==> config.mk <==
export PLATFORM = sky130hd
export DESIGN_NAME = lpe_controller
export DESIGN_NICKNAME = d
export VERILOG_FILES = /design/src/hdl/lpe_pkg.sv /design/src/hdl/lpe_controller.sv
export SDC_FILE = /design/constraint.sdc
export NUM_CORES = 1
export LEC_CHECK = 0
export ABC_AREA = 1
export BUFFER_PORTS_ARGS = -buffer_cell sky130_fd_sc_hd__buf_2
export CAP_MARGIN = 20
export CORE_MARGIN = 10
export CORE_UTILIZATION = 54
export CTS_CLUSTER_SIZE = 10
export DETAILED_ROUTE_END_ITERATION = 16
export PLACE_DENSITY = 0.92
export SKIP_CTS_REPAIR_TIMING = 1
export SYNTH_ARGS = -nofsm -noshare
export SYNTH_HDL_FRONTEND = slang
export SYNTH_SLANG_ARGS = --single-unit
==> constraint.sdc <==
create_clock -name clk -period 1.6 [get_ports clk]
set_input_delay 0 -clock clk [delete_from_list [all_inputs] [get_ports clk]]
set_output_delay 0 -clock clk [all_outputs]
set_load 0.005 [all_outputs]
==> src/hdl/lpe_pkg.sv <==
`timescale 1ns / 1ps
// ----------------------------------------------------------------------------
// lpe_pkg
// Shared types and constants for the Lagrange polynomial evaluator.
// ----------------------------------------------------------------------------
package lpe_pkg;

    localparam int VAL_W   = 32;
    localparam int DIFF_W  = 33;
    localparam int PROD_W  = 65;
    localparam int ERR_W   = 2;
    localparam int CNT_W   = 5;

    localparam logic [ERR_W-1:0] ERR_NONE = 2'd0;
    localparam logic [ERR_W-1:0] ERR_DUP  = 2'd1;
    localparam logic [ERR_W-1:0] ERR_SAT  = 2'd2;

    localparam logic FUNC_LOAD = 1'b0;
    localparam logic FUNC_EVAL = 1'b1;

    typedef enum logic [3:0] {
        ST_IDLE,
        ST_DUP_RD,
        ST_DUP_CMP,
        ST_TERM_INIT,
        ST_W_RD,
        ST_W_MUL,
        ST_W_DIV,
        ST_W_WAIT,
        ST_W_CLIP,
        ST_Y_RD,
        ST_Y_MUL,
        ST_Y_ACC,
        ST_FINISH,
        ST_OUT
    } lpe_state_t;

    // controller -> datapath
    typedef struct packed {
        logic load;         // store node word
        logic start_eval;   // latch query, clear sum and flags
        logic rd_ij;        // read x_i and x_j
        logic dup_chk;      // compare x_i and x_j
        logic term_init;    // weight = 1.0
        logic w_mul;        // product = weight * num
        logic div_start;    // launch divider
        logic w_clip;       // saturate quotient into weight
        logic rd_y;         // read y_i
        logic y_mul;        // product = weight * y_i
        logic y_acc;        // sum += shifted product
        logic finish;       // saturate sum into result
        logic out_valid;    // present result
    } lpe_cmd_t;

    // datapath -> controller
    typedef struct packed {
        logic dup_found;
        logic div_done;
        logic out_taken;
    } lpe_stat_t;

endpackage

==> src/hdl/lpe_controller.sv <==
`timescale 1ns / 1ps
// ----------------------------------------------------------------------------
// lpe_controller
// Sequencer over node pairs: duplicate scan, weight products, accumulation.
// ----------------------------------------------------------------------------
module lpe_controller
    import lpe_pkg::*;
#(
    parameter int MAX_NODES = 16,
    parameter int IDX_W     = 4
)
(
    input  logic             clk,
    input  logic             rst_n,
    input  logic             in_valid,
    input  logic             in_func,
    output logic             in_ready,
    input  logic [CNT_W-1:0] node_count,
    input  lpe_stat_t        stat,
    output lpe_cmd_t         cmd,
    output logic [IDX_W-1:0] i_idx,
    output logic [IDX_W-1:0] j_idx
);

    lpe_state_t state_reg, state_next;
    logic [IDX_W-1:0] i_reg, i_next, j_reg, j_next, last_reg, last_next;
    logic i_last, j_last, skip;

    assign i_last = (i_reg == last_reg);
    assign j_last = (j_reg == last_reg);
    assign skip   = (j_reg == i_reg);

    // next state and counters
    always_comb
    begin
        state_next = state_reg;
        i_next     = i_reg;
        j_next     = j_reg;
        last_next  = last_reg;
        case (state_reg)
            ST_IDLE:
            begin
                if (in_valid && (in_func == FUNC_EVAL))
                begin
                    if (node_count == '0)
                        last_next = '0;
                    else if (node_count > CNT_W'(MAX_NODES))
                        last_next = IDX_W'(MAX_NODES - 1);
                    else
                        last_next = IDX_W'(node_count - CNT_W'(1));
                    i_next = '0;
                    j_next = '0;
                    state_next = ST_DUP_RD;
                end
            end
            ST_DUP_RD:  state_next = ST_DUP_CMP;
            ST_DUP_CMP:
            begin
                if (j_last)
                begin
                    if (i_last)
                    begin
                        i_next = '0;
                        state_next = ST_TERM_INIT;
                    end
                    else
                    begin
                        i_next = i_reg + IDX_W'(1);
                        j_next = i_reg + IDX_W'(1);
                        state_next = ST_DUP_RD;
                    end
                end
                else
                begin
                    j_next = j_reg + IDX_W'(1);
                    state_next = ST_DUP_RD;
                end
            end
            ST_TERM_INIT:
            begin
                j_next = '0;
                state_next = stat.dup_found ? ST_FINISH : ST_W_RD;
            end
            ST_W_RD:
            begin
                if (skip)
                begin
                    if (j_last)
                        state_next = ST_Y_RD;
                    else
                        j_next = j_reg + IDX_W'(1);
                end
                else
                    state_next = ST_W_MUL;
            end
            ST_W_MUL:  state_next = ST_W_DIV;
            ST_W_DIV:  state_next = ST_W_WAIT;
            ST_W_WAIT: if (stat.div_done) state_next = ST_W_CLIP;
            ST_W_CLIP:
            begin
                if (j_last)
                    state_next = ST_Y_RD;
                else
                begin
                    j_next = j_reg + IDX_W'(1);
                    state_next = ST_W_RD;
                end
            end
            ST_Y_RD:  state_next = ST_Y_MUL;
            ST_Y_MUL: state_next = ST_Y_ACC;
            ST_Y_ACC:
            begin
                if (i_last)
                    state_next = ST_FINISH;
                else
                begin
                    i_next = i_reg + IDX_W'(1);
                    state_next = ST_TERM_INIT;
                end
            end
            ST_FINISH: state_next = ST_OUT;
            ST_OUT:    if (stat.out_taken) state_next = ST_IDLE;
            default:   state_next = ST_IDLE;
        endcase
    end

    // command decode
    always_comb
    begin
        cmd = '0;
        in_ready = 1'b0;
        case (state_reg)
            ST_IDLE:
            begin
                in_ready = 1'b1;
                cmd.load = in_valid && (in_func == FUNC_LOAD);
                cmd.start_eval = in_valid && (in_func == FUNC_EVAL);
            end
            ST_DUP_RD:    cmd.rd_ij = 1'b1;
            ST_DUP_CMP:   cmd.dup_chk = !skip;
            ST_TERM_INIT: cmd.term_init = 1'b1;
            ST_W_RD:      cmd.rd_ij = 1'b1;
            ST_W_MUL:     cmd.w_mul = 1'b1;
            ST_W_DIV:     cmd.div_start = 1'b1;
            ST_W_CLIP:    cmd.w_clip = 1'b1;
            ST_Y_RD:      cmd.rd_y = 1'b1;
            ST_Y_MUL:     cmd.y_mul = 1'b1;
            ST_Y_ACC:     cmd.y_acc = 1'b1;
            ST_FINISH:    cmd.finish = 1'b1;
            ST_OUT:       cmd.out_valid = 1'b1;
            default:      cmd = '0;
        endcase
    end

    always_ff @(posedge clk or negedge rst_n)
    begin
        if (!rst_n)
        begin
            state_reg <= ST_IDLE;
            i_reg     <= '0;
            j_reg     <= '0;
            last_reg  <= '0;
        end
        else
        begin
            state_reg <= state_next;
            i_reg     <= i_next;
            j_reg     <= j_next;
            last_reg  <= last_next;
        end
    end

    assign i_idx = i_reg;
    assign j_idx = j_reg;

endmodule

# After elaboration in Yosys (flattened, before gate mapping)
# Cells that the tools add are included.
# Widths: inputs -> output; s select.
# classes
n_addsub	3
multipliers	0
div_mod_pow	0
n_lt_le_gt_ge	1
n_eq_ne	24
shift	0
n_mux	35
n_bitwise	1
n_reduce_logical	12
# ops
cell	n
$mux 4	18
$pmux 4 s14	1
$eq 4x4->1 const B	6
$pmux 4 s5	1
$eq 4x3->1 const B	4
$eq 4x4->1	3
$mux 1	12
$ne 2x2->1 const B	6
$pmux 4 s3	1
$reduce_and 4->1	3
$add 4x1->4 const B	2
$eq 4x2->1 const B	2
$ne 3x3->1 const B	2
$gt 5x5->1 const B	1
$logic_not 5->1	1
$reduce_bool 5->1	1
$eq 4x1->1 const B	1
$logic_not 4->1	1
$mux 2	2
$sub 4x1->4 const B	1
$reduce_bool 3->1	1
$logic_and 1x1->1	2
$reduce_and 2->1	1
$reduce_or 2->1	1
other kinds (2)	2
# totals
regBits	16
latch_bits	0
mem_bits_rw	0
romBits	0
in_bits	12
out_inout_bits	22
word_cells	80
mem_count	0

# Longest topological paths before layout
# Gate-level depths: netlist of run 1.
# depth
depth_word	4
mapped_depth	11
depth_no_buf	11

# Worst setup path after synthesis of run 1
# OpenSTA, ideal clock, no wires.
# synth_timing
path_kind	register to register
startpoint	register i_reg[2] (netlist: i_idx[2])
endpoint	register j_reg[2] (netlist: j_idx[2])
setup_time_ns	0.121
arrival_ns	1.251
required_ns	1.479
setup_slack_ns	0.228
stages_incl_launch_ff	9
synth_period_minus_slack_ns	1.372
cell_sequence	dfrtp_1 -> buf_2 -> xor2_1 -> nor2_1 -> nand2_1 -> nor2_4 -> nor2_4 -> nand2_1 -> nand2_1
# synth_between
elab_chain_len	4
# synth_rtl
item	line	text
start, declared	lpe_controller.sv:26	logic [IDX_W-1:0] i_reg, i_next, j_reg, j_next, last_reg, last_next;
start signal, assigned	lpe_controller.sv:167	i_reg <= i_next;
$add 4x1->4	lpe_controller.sv:69	j_next = i_reg + IDX_W'(1);
$mux 4	lpe_controller.sv:61	if (i_last)
$mux 4	lpe_controller.sv:59	if (j_last)
$pmux 4 s5	lpe_controller.sv:40	case (state_reg)
end signal, assigned	lpe_controller.sv:168	j_reg <= j_next;
end, declared	lpe_controller.sv:26	
# Several ways; a longest one is shown, not always the timed one. The select of a mux whose other input is x is not followed.
# A chain may end at the register's enable or synchronous reset.

# Final worst setup path of run 1
# layout_timing
startpoint	register i_reg[0] (netlist: i_idx[0])
endpoint	register j_reg[1] (netlist: j_idx[1])
# The elaborated chain is that of the path after synthesis.

==> impl_metrics.toml, run 1 <==
[route]
drt-wirelength-per-cell_um = 13.36
drtAntennaViolNets = 0
dr.first_iter.drc_count = 154
wl_um = 4315
vias = 1688
firstDrtPassIters = 4
drc = 0
viasPerCell = 5.226

[worst_setup_path]
critPathArrivalTime_ns = 1.75
reg2reg_from = "i_idx[0]"
startpoint_type = "flip-flop"
critical_path_class = "flip-flop to flip-flop"
regToRegSetupSlack_ns = 0.03
worstRegToRegCells = 9
end_kind = "flip-flop"
worstReg2RegEnd = "j_idx[1]"
crit_required_ns = 1.79
critical_path.max_fanout = 5

[grt]
grt_max_degree = 17
grt_usage_pct = 15.82
met1_usage_pct = 21.06
grt_overflow_total = 0
use_met2_pct = 24.95
grt_pass1_wl_um = 6920
top_usage_layer = "met2"
use_met3_pct = 2.041
grt_pass1_vias = 1580
antenna_found_initial = 0

[final_layout]
design_area_sq_mm = 0.001886
area_growth_pct = 25.90
num_antenna_cells = 0
fill_cells = 224
nNetsFinal = 309
layout-drive-gt1-share_pct = 30.82
final_cells = 323

[synthesis]
synth-xor-area-share_pct = 4.678
synth_top_family_by_area = "simple AND/OR/NAND/NOR gates"
synthSimpleGateAreaFrac_pct = 45.61
synth.most_common_cell = "nand2_1"
ys_ff_latch = 16
netlist_area_sq_mm = 0.001498
seq_area_frac_synth_pct = 26.73
synth_top_area_share_pct = 26.73
netlist_instances = 243
async_reset_ff_share_pct = 100.0
ys_warn_count = 0
synth_nets = 259
synth_compound_area_share_pct = 8.271
ys_top_cells_by_area = "dfrtp_1 27%, nand2_1 24%, inv_1 8.3%"
synth-edff-count = 0
yosys.area.top_type = "dfrtp_1"
synthFlopType = "dfrtp_1"
synthDistinctLibCells = 27
synth_fa_ha_area_share_pct = 3.342
synth_area_per_cell_sq_um = 6.163
synth_mux_area_share_pct = 0
synthTopCellsByCount = "94 x nand2_1, 33 x inv_1, 20 x nor2_1"

[timing]
tightest_slew_ns = 0.3850
max_freq_mhz = 638.1
finalSetupViolations = 0
rsz0062_at_grt = "true"
final.period_utilization_pct = 97.95
hold_viol_final = 2
slew_headroom_pct = 74.33
hold_slack_ns = -0.01967
finalSetupTns_ns = 0
fin_crit_ns = 1.567
slew_viol_final = 0
clock-skew-final_ns = 0.006375

[status]
violations = "negative hold slack"
status = "finished with violations"

[clocking]
htreeDepth = 1
numCtsBuffers = 3
cts_sinks = 16
clockBufferDepth = 2
path_clk_slew_ns = 0.11
clk_latency_ns = 0.30
cts_tree = "yes"
clockRootBuffer = "clkbuf_4"

[min_path]
hp-start = "stat[0]"
hold_depth = 4
hold_path_class = "input pin to flip-flop"
hold_end = "state_reg[3]"

[die]
die_x_um = 72.67
ios = 34
core_area_sq_mm = 0.002710
dieHeight_um = 72.67
initial_core_util_pct = 55.26
die_area_sq_mm = 0.005280
rows = 19

[placement]
dp_hpwl_um = 3285
dpl_cell_area_sq_mm = 0.001742
io_buffers = 33
place_congestion = 0.9964
dp.cells = 312

[power]
vdd_drop_max_v = 0.0009539
finalPower_uw = 2910
p_leak_uw = 0.001161
power_density_mw_per_mm2 = 1544

[run]
maxCapViolations = 0
critical path: stages, from the launching register on:
cell	delay [ns]
dfrtp_1	0.44
inv_2	0.07
nand2_1	0.09
nand2_1	0.11
nor2_4	0.17
nand2_1	0.10
nand2_2	0.11
nand3_4	0.11
o21bai_1	0.19
nand2_1	0.07
metrics by stage:
stage / hold slack, ns / setup slack (ns) / utilization [%]
6_report: -0.01967 / 0.03286 / 69.58
5_1_grt: 0.008701 / -0.06443 / 69.58
4_1_cts: -0.3886 / -0.07527 / 65.60
3_5_place_dp: -0.05700 / -0.04299 / 64.27
3_3_place_gp: -0.06438 / 0.008339 / 64.27
2_1_floorplan: -0.2956 / 0.2278 / -
metal layers:
metal	up-vias	share of wire [%]
met3	8	9.0
met4	0	2.1
met1	749	42
met5	-	0
met2	91	47
li1	840	-
cell usage in the layout, fill, tap and decap left out, drive strengths merged:
cell type / n
nor3: 4
nand3: 12
xor2: 7
nand3b: 2
o21bai: 4
clkinv: 2
nand4: 1
clkbuf: 4
buf: 44
dlygate4sd3: 2
o21ai: 9
inv: 42
nor2: 31
o22ai: 4
ha: 4
nand2: 97
dfrtp: 16
a21oi: 4
xnor2: 1
or2: 2
final cells by class:
class,instances,area [sq um],share of cell area [%]
Multi-Input combinational cell,182,969.7,51.43
Inverter,44,165.2,8.759
Clock buffer,4,36.28,1.924
Timing Repair Buffer,46,267.8,14.20
Tap cell,31,38.79,2.057
Sequential cell,16,407.9,21.63
where the power goes:
part           internal [uW]  switching (uW)  leakage (uW)
combinational            687            1200      0.000940
sequential               546             193      0.000200
clock                    139             146     0.0000210
total                   1370            1540       0.00116
logic make-up after synthesis:
family | Yosys count
AND/OR/NAND/NOR | 149
buffers and inverters | 45
AO/OA/AOI/OAI | 21
flip-flops | 16
XOR/XNOR | 8
adder cells (fa/ha/maj) | 4
worst max-delay path by stage:
stage,from,cells after the start,to
global route,i_idx[0],9,j_idx[1]
CTS,j_idx[1],11,j_idx[1]
finish,i_idx[0],9,j_idx[1]
global placement,j_idx[1],11,j_idx[3]
detailed placement,j_idx[1],11,j_idx[1]
floorplan,i_idx[2],8,j_idx[2]
Note: power is estimated with default switching activity, not from simulation.
==> run 2, diff against run 1 <==
- ABC_AREA: 1 -> unset
- CORE_UTILIZATION: 54 -> 53
- PLACE_DENSITY: 0.92 -> 0.91
==> run 2 against run 1 <==
Against the previous run: the flow finishes with violations (negative setup slack); final cell count shrank 11%; combinational power up 88%; wire length increased by 26%; sequential share of layout area shrank 2.7 points; critical path type unchanged.
==> impl_metrics.toml, run 2 <==
[status]
status = "finished with violations"
violations = "negative setup slack"

[route]
dr.first_iter.drc_count = 244
drt-wirelength-per-cell_um = 18.87
drc = 0
viasPerCell = 6.226
wl_um = 5417
firstDrtPassIters = 6
drtAntennaViolNets = 0
vias = 1787

[worst_setup_path]
critical_path.max_fanout = 5
critical_path_class = "flip-flop to flip-flop"
end_kind = "flip-flop"
critPathMaxStageDelay_ns = 0.44
critPathArrivalTime_ns = 2.15
cp_cell_sequence = "buf_6, xnor2_2, nand4_1, o21ai_2, a21o_1, mux2_2"
critPathSlowestCell = "dfrtp_1"
crit_required_ns = 1.80
startpoint_type = "flip-flop"

[clocking]
path_clk_slew_ns = 0.10
cts_sinks = 16
numCtsBuffers = 3
cts_tree = "yes"
clockBufferDepth = 2
htreeDepth = 1
clk_latency_ns = 0.31
clockRootBuffer = "clkbuf_4"

[synthesis]
synth_compound_area_share_pct = 23.64
synth_top_area_share_pct = 28.12
synth_area_per_cell_sq_um = 8.044
async_reset_ff_share_pct = 100.0
netlist_instances = 177
synthSimpleGateAreaFrac_pct = 24.52
yosys.area.top_type = "dfrtp_1"
synthTopCellsByCount = "25 x nor2_1, 16 x dfrtp_1, 14 x a21oi_1"
synth_mux_area_share_pct = 4.569
synthFlopType = "dfrtp_1"
synthDistinctLibCells = 44
ys_top_cells_by_area = "dfrtp_1 28%, nor2_1 6.6%, xnor2_1 5.5%"
synth.most_common_cell = "nor2_1"
synth-edff-count = 0
synth_fa_ha_area_share_pct = 4.921
seq_area_frac_synth_pct = 28.12
synth_top_family_by_area = "simple AND/OR/NAND/NOR gates"
synth-xor-area-share_pct = 9.227
netlist_area_sq_mm = 0.001424
ys_warn_count = 0
ys_ff_latch = 16
synth_nets = 193

[final_layout]
final_cells = 287
layout-drive-gt1-share_pct = 45.53
mostFrequentLayoutCells = "46 x buf_4, 31 x buf_2, 24 x nor2_1, 13 x a21oi_1, 12 x dfrtp_1"
layout_commonest_cell = "buf_4"
num_antenna_cells = 0
nNetsFinal = 274
area_growth_pct = 50.44

[run]
maxCapViolations = 0

[power]
vdd_drop_max_v = 0.001799
clkPwrFrac_pct = 6.1
seqPwrFrac_pct = 17.7
p_leak_uw = 0.001072
internal-power_uw = 2528
p_comb_share_pct = 76.2
swShare_pct = 45.84
power_density_mw_per_mm2 = 2179
p_sw_uw = 2140

[die]
dieHeight_um = 71.83
core_area_sq_mm = 0.002522
rows = 18
ios = 34
die_x_um = 71.83
initial_core_util_pct = 56.45
die_area_sq_mm = 0.005160

[timing]
fin_ws_ns = -0.3436
final.period_utilization_pct = 121.5
slew_headroom_pct = 73.66
max_freq_mhz = 514.5
slew_viol_final = 0
rsz0062_at_grt = "true"
finalSetupViolations = 18
hold_viol_final = 0
clock-skew-final_ns = 0.005186
fin_crit_ns = 1.944
tightest_slew_ns = 0.3951

[grt]
grt_overflow_total = 0
grt_pass1_vias = 1557
grt_usage_pct = 16.97
antenna_found_initial = 0
grt_max_degree = 18
grt_pass1_wl_um = 7348

[min_path]
hold_path_class = "input pin to flip-flop"

[placement]
place_congestion = 0.9549
io_buffers = 33
post-place-ws_ns = -0.2886
dp_hpwl_um = 3486
dp.cells = 273
## run 2: cell count changes in the layout (fill, tap and decap cells not counted), sizes merged, moves of 4 or more
cell,change
nor2,-5
xnor2,+8
nand2,-91
o21bai,-4
buf,+40
nand3,-4
mux2,+4
o31ai,+4
nand2b,+5
a21oi,+10
inv,-34
o211ai,+4
a21o,+4
## run 2: layer usage
| metal | GRT usage, % | vias up | wire length, um |
|---|---|---|---|
| li1 | - | 795 | - |
| met1 | 20.16 | 838 | 2028 |
| met2 | 30.20 | 126 | 2618 |
| met3 | 3.857 | 28 | 541 |
| met4 | 3.441 | 0 | 227 |
| met5 | 0 | - | 0 |
## run 2: cells by family after synthesis
| logic type | Yosys count |
|---|---|
| AOI/OAI and AO/OA | 49 |
| xor gates and xnor gates | 15 |
| adders and majority gates | 6 |
| buffers and inverters | 18 |
| DFF | 16 |
| muxes | 6 |
| and+or+nand+nor | 67 |
## run 2: metrics by stage
stage / util (%) / power (uW) / setup TNS [ns] / hold slack (ns) / cell area (sq um)
6_report: 84.92 / 4668 / -3.599 / 0.01726 / 2142
5_1_grt: 84.92 / 4908 / -4.599 / 0.03617 / 2142
4_1_cts: 77.78 / 4105 / -3.864 / -0.3821 / 1962
3_5_place_dp: 76.34 / 3801 / -2.508 / -0.05989 / 1926
3_3_place_gp: 76.34 / 3693 / -1.661 / -0.07024 / 1926
2_1_floorplan: - / 2515 / -0.9598 / -0.2956 / 1458
## run 2: layout make-up
class | instances | area [sq um]
tap | 30 | 37.54
multi-input combinational | 143 | 1031
sequential | 16 | 405.4
timing repair buffer | 86 | 599.3
fill | 142 | 380.4
clock buffer | 4 | 36.28
inverter | 8 | 32.53
## run 2: final timing paths
kind | from | to | slack, ns | cells past startpoint
max | last_reg[0] | j_idx[1] | -0.34 | 6
min | node_count[3] | last_reg[3] | 0.02 | 3
max reg2reg | last_reg[0] | j_idx[1] | -0.34 | 6
min reg2reg | last_reg[1] | last_reg[1] | 0.61 | 1
max in group asynchronous | rst_n | last_reg[2] | 1.16 | 2
min in group asynchronous | rst_n | j_idx[0] | 0.14 | 2
## run 2: worst max-delay path: cells and delay by family, from the launching register on
| family | cells | cell delay (ns) |
|---|---|---|
| AND/OR/NAND/NOR | 1 | 0.31 |
| XOR/XNOR | 1 | 0.15 |
| multiplexers | 1 | 0.33 |
| flip-flops | 1 | 0.44 |
| buffers and inverters | 1 | 0.14 |
| AO/OA/AOI/OAI | 2 | 0.47 |
## run 2: power by group through the flow
stage,Combinational [uW],Clock [uW],Sequential (uW)
4_1_cts,3040,280,788
3_3_place_gp,2920,0,777
6_report,3560,285,825
3_5_place_dp,3010,0,795
5_1_grt,3760,300,843
2_1_floorplan,1740,0,774
